## src/rtl/opm_pkg.sv

```systemverilog
// ----------------------------------------------------------------------------
// opm_pkg
// Shared constants, codes and types of the one-mismatch pattern matcher.
// ----------------------------------------------------------------------------
package opm_pkg;

    localparam int PAT_MAX  = 64;
    localparam int SEL_W    = (PAT_MAX > 1) ? $clog2(PAT_MAX) : 1;
    localparam int POS_W    = 20;
    localparam int START_W  = 20;
    localparam int LEN_W    = 7;
    localparam int SYM_W    = 8;
    localparam int IDX_W    = 6;
    localparam int ACT_W    = 2;
    localparam int CNT_W    = 2;
    localparam int S_DATA_W = ((SYM_W + IDX_W + 7) / 8) * 8;
    localparam int M_DATA_W = ((START_W + 7) / 8) * 8;

    localparam logic [CNT_W-1:0] CNT_SAT = CNT_W'(2);

    typedef enum logic [ACT_W-1:0] {
        ACT_LOAD    = 2'd0,
        ACT_TEXT    = 2'd1,
        ACT_RESTART = 2'd2
    } action_t;

    typedef struct packed {
        logic load;   // write this cell's pattern byte
        logic shift;  // text byte: take neighbor count plus own compare
        logic clear;  // restart: zero the count
        logic tap;    // this cell ends the window of the current length
    } cell_ctrl_t;

endpackage

```

## src/rtl/opm_cell.sv

```systemverilog
// ----------------------------------------------------------------------------
// opm_cell
// One cell of the matcher row: a pattern byte and the saturating mismatch
// count of one partial alignment, passed on to the next cell per text byte.
// ----------------------------------------------------------------------------
module opm_cell
    import opm_pkg::*;
(
    input  logic             aclk,
    input  logic             aresetn,
    input  cell_ctrl_t       ctrl,
    input  logic [SYM_W-1:0] sym,
    input  logic [CNT_W-1:0] cnt_in,
    output logic [CNT_W-1:0] cnt_out,
    output logic [CNT_W-1:0] tap_out
);

    logic [SYM_W-1:0] pat_reg;
    logic [CNT_W-1:0] cnt_reg;
    logic [CNT_W-1:0] cnt_next;
    logic [CNT_W:0]   sum;
    logic             miss;

    assign miss = (sym != pat_reg);
    assign sum  = {1'b0, cnt_in} + (CNT_W+1)'(miss);

    always_comb begin
        if (ctrl.clear) begin
            cnt_next = '0;
        end else if (ctrl.shift) begin
            cnt_next = (sum > {1'b0, CNT_SAT}) ? CNT_SAT : sum[CNT_W-1:0];
        end else begin
            cnt_next = cnt_reg;
        end
    end

    // pattern byte is undefined until loaded
    always_ff @(posedge aclk) begin
        if (ctrl.load) begin
            pat_reg <= sym;
        end
    end

    always_ff @(posedge aclk) begin
        if (!aresetn) begin
            cnt_reg <= '0;
        end else begin
            cnt_reg <= cnt_next;
        end
    end

    assign cnt_out = cnt_reg;
    assign tap_out = ctrl.tap ? cnt_reg : '0;

endmodule

```

## src/rtl/one_mismatch_pattern_matcher.sv

```systemverilog
// ----------------------------------------------------------------------------
// one_mismatch_pattern_matcher
// Streams text bytes past a row of cells holding the pattern; reports every
// window that differs from the pattern in at most one byte.
// ----------------------------------------------------------------------------
// channel | dir | tdata / data               | tuser
// s_      | in  | [7:0] symbol, [13:8] index | [1:0] action
// m_      | out | [19:0] start_position      | exact
// cfg_    | in  | [6:0] pattern_length       | -
//
// A text request updates the cell row when it is accepted; the window count at the
// current length is then tapped and registered into the output register.
// A new request enters while the previous one sits in the output register,
// so the row sustains one request per cycle while m_tready stays high.
// Reset clears counts, text position and length (to 1); pattern bytes are
// undefined until loaded. A stalled output keeps one result and one more request.
// ----------------------------------------------------------------------------
module one_mismatch_pattern_matcher
    import opm_pkg::*;
(
    input  logic                aclk,
    input  logic                aresetn,
    input  logic                s_tvalid,
    output logic                s_tready,
    input  logic [S_DATA_W-1:0] s_tdata,   // symbol, index, zero pad
    input  logic [ACT_W-1:0]    s_tuser,   // action
    output logic                m_tvalid,
    input  logic                m_tready,
    output logic [M_DATA_W-1:0] m_tdata,   // start_position, zero pad
    output logic                m_tuser,   // exact
    input  logic                cfg_valid,
    output logic                cfg_ready,
    input  logic [LEN_W-1:0]    cfg_data
);

    logic [LEN_W-1:0]   len_reg;
    logic [POS_W-1:0]   pos_reg, pos_next;
    logic               pending_reg, pending_next;
    logic               m_valid_reg, m_valid_next;
    logic [START_W-1:0] m_start_reg;
    logic               m_exact_reg;

    logic [SYM_W-1:0]   sym;
    logic [IDX_W-1:0]   idx;
    action_t            act;
    logic               s_acc, is_load, is_text, is_restart, advance, hit;
    logic [SEL_W-1:0]   last_idx;
    logic [POS_W-1:0]   eff_len;
    logic [CNT_W-1:0]   win_cnt;

    cell_ctrl_t         ctrl [PAT_MAX];
    logic [CNT_W-1:0]   cnt  [PAT_MAX];
    logic [CNT_W-1:0]   tap  [PAT_MAX];

    assign sym = s_tdata[SYM_W-1:0];
    assign idx = s_tdata[SYM_W+IDX_W-1:SYM_W];
    assign act = action_t'(s_tuser);

    assign s_acc      = s_tvalid && s_tready;
    assign is_load    = s_acc && (act == ACT_LOAD);
    assign is_text    = s_acc && (act == ACT_TEXT);
    assign is_restart = s_acc && (act == ACT_RESTART);

    assign advance   = pending_reg && (!m_valid_reg || m_tready);
    assign s_tready  = !pending_reg || advance;
    assign cfg_ready = 1'b1;

    // length 0 acts as 1, lengths past the row act as the full row
    always_comb begin
        if (len_reg == '0) begin
            last_idx = '0;
        end else if (32'(len_reg) > 32'(PAT_MAX)) begin
            last_idx = SEL_W'(PAT_MAX - 1);
        end else begin
            last_idx = SEL_W'(len_reg - 1'b1);
        end
    end
    assign eff_len = POS_W'(32'(last_idx) + 1);

    genvar j;
    generate
        for (j = 0; j < PAT_MAX; j++) begin : g_cell
            assign ctrl[j].load  = is_load && (32'(idx) == j);
            assign ctrl[j].shift = is_text;
            assign ctrl[j].clear = is_restart;
            assign ctrl[j].tap   = (32'(last_idx) == j);

            if (j == 0) begin : g_head
                opm_cell u_cell (
                    .aclk    (aclk),
                    .aresetn (aresetn),
                    .ctrl    (ctrl[j]),
                    .sym     (sym),
                    .cnt_in  ({CNT_W{1'b0}}),
                    .cnt_out (cnt[j]),
                    .tap_out (tap[j])
                );
            end else begin : g_body
                opm_cell u_cell (
                    .aclk    (aclk),
                    .aresetn (aresetn),
                    .ctrl    (ctrl[j]),
                    .sym     (sym),
                    .cnt_in  (cnt[j-1]),
                    .cnt_out (cnt[j]),
                    .tap_out (tap[j])
                );
            end
        end
    endgenerate

    // one-hot tap: only the cell ending the window drives a nonzero value
    always_comb begin
        win_cnt = '0;
        for (int k = 0; k < PAT_MAX; k++) begin
            win_cnt = win_cnt | tap[k];
        end
    end

    assign hit = (pos_reg >= eff_len) && (win_cnt < CNT_SAT);

    always_comb begin
        pos_next = pos_reg;
        if (is_restart) begin
            pos_next = '0;
        end else if (is_text && (pos_reg != {POS_W{1'b1}})) begin
            pos_next = pos_reg + 1'b1;
        end
    end

    always_comb begin
        pending_next = pending_reg;
        if (is_text) begin
            pending_next = 1'b1;
        end else if (advance) begin
            pending_next = 1'b0;
        end
    end

    always_comb begin
        m_valid_next = m_valid_reg;
        if (advance) begin
            m_valid_next = hit;
        end else if (m_tready) begin
            m_valid_next = 1'b0;
        end
    end

    always_ff @(posedge aclk) begin
        if (!aresetn) begin
            len_reg     <= LEN_W'(1);
            pos_reg     <= '0;
            pending_reg <= 1'b0;
            m_valid_reg <= 1'b0;
        end else begin
            if (cfg_valid && cfg_ready) begin
                len_reg <= cfg_data;
            end
            pos_reg     <= pos_next;
            pending_reg <= pending_next;
            m_valid_reg <= m_valid_next;
        end
    end

    always_ff @(posedge aclk) begin
        if (advance) begin
            m_start_reg <= START_W'(pos_reg - eff_len + 1'b1);
            m_exact_reg <= (win_cnt == '0);
        end
    end

    assign m_tvalid = m_valid_reg;
    assign m_tdata  = M_DATA_W'(m_start_reg);
    assign m_tuser  = m_exact_reg;

`ifndef NO_ASSERTIONS
    a_restart_clears_pos: assert property (@(posedge aclk) disable iff (!aresetn)
        is_restart |=> (pos_reg == '0))
        else $error("text position not cleared by restart");

    a_start_nonzero: assert property (@(posedge aclk) disable iff (!aresetn)
        m_valid_reg |-> (m_start_reg != '0))
        else $error("result with zero start position");

    a_head_cell_count: assert property (@(posedge aclk) disable iff (!aresetn)
        cnt[0] != CNT_SAT)
        else $error("first cell counted more than one mismatch");

    a_result_needs_request: assert property (@(posedge aclk) disable iff (!aresetn)
        (!m_valid_reg && !pending_reg) |=> !m_valid_reg)
        else $error("result appeared without a pending request");
`endif

endmodule

```

## config.mk

```make
export PLATFORM = sky130hd
export DESIGN_NAME = one_mismatch_pattern_matcher
export DESIGN_NICKNAME = d
export VERILOG_FILES = /design/src/rtl/opm_pkg.sv /design/src/rtl/opm_cell.sv /design/src/rtl/one_mismatch_pattern_matcher.sv
export SDC_FILE = /design/constraint.sdc
export NUM_CORES = 1
export LEC_CHECK = 0
export ABC_AREA = 1
export BUFFER_PORTS_ARGS = -buffer_cell sky130_fd_sc_hd__buf_2
export CAP_MARGIN = 10
export CORE_ASPECT_RATIO = 1.75
export CORE_MARGIN = 10
export CORE_UTILIZATION = 57
export CTS_CLUSTER_DIAMETER = 40
export DETAILED_ROUTE_END_ITERATION = 10
export PLACE_DENSITY = 0.76
export SYNTH_ARGS = -nofsm -noshare
export SYNTH_HDL_FRONTEND = slang
export SYNTH_SLANG_ARGS = --single-unit
```

## constraint.sdc

```tcl
create_clock -name aclk -period 4 [get_ports aclk]
set_input_delay 0.8 -clock aclk [delete_from_list [all_inputs] [get_ports aclk]]
set_output_delay 0.8 -clock aclk [all_outputs]
set_load 0.005 [all_outputs]
```

==> metrics.md <==
| Metric | Value |
|---|---|
| Latest clock arrival within the worst-skew pair | `0.63 ns` |
| Post-synth ARST share | `0%` |
| Net Sw Power | `3.58 mW` |
| Number of remaining DRC errors | `0` |
| DIE HEIGHT | `339 um` |
| Num CTS Buffers | `60` |
| DP Wirelength | `52,500 um` |
| IO buf count | `50` |
| Area Growth Syn to Fin | `11.9%` |
| Most frequent CP cell | `nand2_1` |
| Tcrit/Tclk final | `94.7%` |
| Least-Margin Pin Slew | `1.11 ns` |
| Cell-internal power | `11.9 mW` |
| Initial antenna violation count | `0` |
| Worst Skew | `0.0171 ns` |
| CTS Hold Bufs | `0` |
| Area of the core | `57,300 um2` |
| Critical Path Fanout Max | `4` |
| Vias in the first global route | `22,100` |
| Gr usage total | `22.3%` |
| Initial drt markers | `1,491` |
| Post-synth cell types | `40` |
| Max capacitance violation total | `0` |
| Slew HR | `25.8%` |
| Share of cells above drive strength 1 | `9.49%` |
| Placement Rows | `116` |
| CTS clock-pin slew for the worst setup and hold paths | `0.07 ns` |
| Starting Density | `57.7%` |
| Largest stage delay, worst path | `0.58 ns` |
| List of most frequent post-synthesis cells | `edfxtp_1, xnor2_1, inv_1` |
| P_leak | `12.9 nW` |
| Top-count cell post-synth | `edfxtp_1` |
| Critical path type | `flip-flop to flip-flop` |
| Post-synth EDFFs | `533` |
| # diodes | `0` |
| Slew Limit Fails | `0` |
| Area contributors post-synth | `edfxtp_1, xnor2_1, dfxtp_1` |
| Final worst slack | `0.211 ns` |
| H-tree levels | `2` |
| Clk root buf | `clkbuf_16` |
| Clk sink count | `689` |
| First-pass GRT wire length | `122,000 um` |
| Clk buf depth | `3` |
| Die ar. | `68,500 um2` |
| WP data required | `4.36 ns` |
| Synth Flop Type | `edfxtp_1` |
| Post-Syn Instances | `2,906` |
| GP Congestion | `0.959` |
| Fmax | `264 MHz` |
| Synth top area share | `48.3%` |
| Startpoint Class | `flip-flop` |
| Largest register FFs | `504` |
| Pre-antenna DRT Iters | `5` |
| Final ANT Viol Nets | `0` |
| CP Capture Type | `flip-flop` |
| Worst hold path class | `input pin to flip-flop` |
| Yosys warning total | `0` |
| # setup viols final | `0` |
| # IOs | `58` |
| Die Width | `202 um` |
| Slowest CP cell | `fa_2` |
| CTS tree | `yes` |
| Pwr Total | `15.5 mW` |
| Fin crit period | `3.79 ns` |
| Mapped cell area | `33,100 um2` |
| Grt ovf | `0` |
| Final hold violation count | `0` |
| Sequential share of power | `50.8%` |
| Register area share after synthesis | `57.8%` |
| Largest net degree at the start of global routing | `164` |
| Cell taking the most area after synthesis | `edfxtp_1` |
| DR vias | `21,500` |
| Mean area per synthesized cell | `11.4 um2` |
| Wire per inst | `20.3 um` |
| Seq cells post-synth | `689` |
| Fin nets | `3,196` |
| Fillers | `4,192` |
| Worst vdd ir | `0.377 mV` |
| Switch share | `23.1%` |
| Vias per cell | `5.66` |
| Storage element area | `19,100 um2` |
| Combinational share of power | `8.7%` |
| Dpl ws | `-0.0710 ns` |
| Post-Route WL | `77,100 um` |
| Power per standard cell area | `418 nW/um2` |
| Clock Power Share | `40.5%` |
| Worst-path cell chain | `nor2_2 -> nand2_1 -> inv_2 -> nand2_4 -> a21oi_2 -> inv_1 -> ha_1 -> nand3_2 -> nor2_4 -> xor2_2 -> ha_2 -> fa_2 -> nand2_1 -> nor3_2 -> nor2_2 -> o21bai_2 -> a21oi_2 -> o21ai_2 -> nand2_1 -> nand2_1 -> a21oi_1 -> xor2_1` |
| Status | `completed` |
| Worst EP arrival | `4.15 ns` |
| Multi-input gate area | `12,600 um2` |
## worst max-delay path: cells and delay by family, from the launching register on
family | cells | cell delay, ns
adder cells (fa/ha/maj) | 3 | 0.97
XOR/XNOR | 2 | 0.29
flip-flops | 1 | 0.38
buffers and inverters | 2 | 0.16
AND/OR/NAND/NOR | 10 | 0.99
AO/OA/AOI/OAI | 5 | 0.72
## power by group through the flow
stage,clock (mW),combinational [mW],sequential [mW]
after floorplan,0,0.836,7.99
after global placement,0,1.24,8.02
after detailed placement,0,1.31,8.02
after CTS,6.36,1.32,7.87
after global routing,6.65,1.49,7.87
final,6.28,1.34,7.87
## stage by stage
| stage | instance area (um2) | hold slack, ns | setup TNS [ns] | cells | utilization (%) |
|---|---|---|---|---|---|
| 5_1_grt | 37000 | 0.419 | -0.0460 | 3801 | 64.6 |
| 3_3_place_gp | 34700 | 0.448 | 0 | 3684 | 60.6 |
| 2_1_floorplan | 33100 | 0.432 | 0 | 2909 | - |
| 4_1_cts | 36900 | 0.382 | 0 | 3798 | 64.4 |
| 3_5_place_dp | 34700 | 0.463 | -0.135 | 3684 | 60.6 |
| 6_report | 37000 | 0.401 | 0 | 3801 | 64.6 |
## path summary, 6_finish.rpt
path,slack [ns],to,cells past startpoint,from
setup / recovery,0.21,m_start_reg[19],22,len_reg[2]
hold / removal,0.40,len_reg[0],3,cfg_data[0]
setup reg to reg,0.21,m_start_reg[19],22,len_reg[2]
hold reg to reg,0.47,g_cell[63].g_body.u_cell.cnt_out[0],2,g_cell[63].g_body.u_cell.cnt_out[0]
## layout by cell type, fill, tap and decap left out, drive strengths merged, types with 11 or more instances in the layout
cell type / n
edfxtp: 533
xnor2: 383
inv: 282
nand2: 217
nor2: 217
ha: 181
dfxtp: 156
xor2: 152
nand3: 150
o21ai: 149
buf: 132
a21oi: 97
nand4: 80
clkbuf: 71
a31oi: 68
or4: 63
clkinv: 25
nor3: 23
bufinv: 11
## per-layer routing
metal | track usage (%) | part of all wire (%) | up-vias
met5 | 0 | 0 | -
met4 | 12.8 | 6.1 | 0
met3 | 2.78 | 4.8 | 209
met2 | 39.5 | 51 | 651
met1 | 25.3 | 38 | 10500
li1 | - | - | 10200
## cell families after synthesis
| family | Yosys count | share of synthesized area (%) |
|---|---|---|
| fa+ha+maj | 184 | 7.02 |
| other cells | 2 | 0.0227 |
| xor+xnor | 535 | 14.2 |
| compound gates | 331 | 5.39 |
| flops | 689 | 57.8 |
| buf+inv | 402 | 4.66 |
| simple gates | 763 | 11.0 |
## area by class of cell
type / instances / area share (%)
tap: 767 / 2.59
sequential: 689 / 51.7
inverter: 281 / 2.85
timing repair buffer: 132 / 3.12
multi-input combinational: 1818 / 34.0
clock buffer: 71 / 4.39
clock inverter: 43 / 1.44
## timing repair
item | in CTS | in global routing
setup buffers | 0 | 3
resized for setup | 5 | 28
pin swaps | 0 | 7
hold endpoints to repair | 0 | 0
endpoints found under the setup margin | 4 | 6
(Power assumes the default switching activity.)
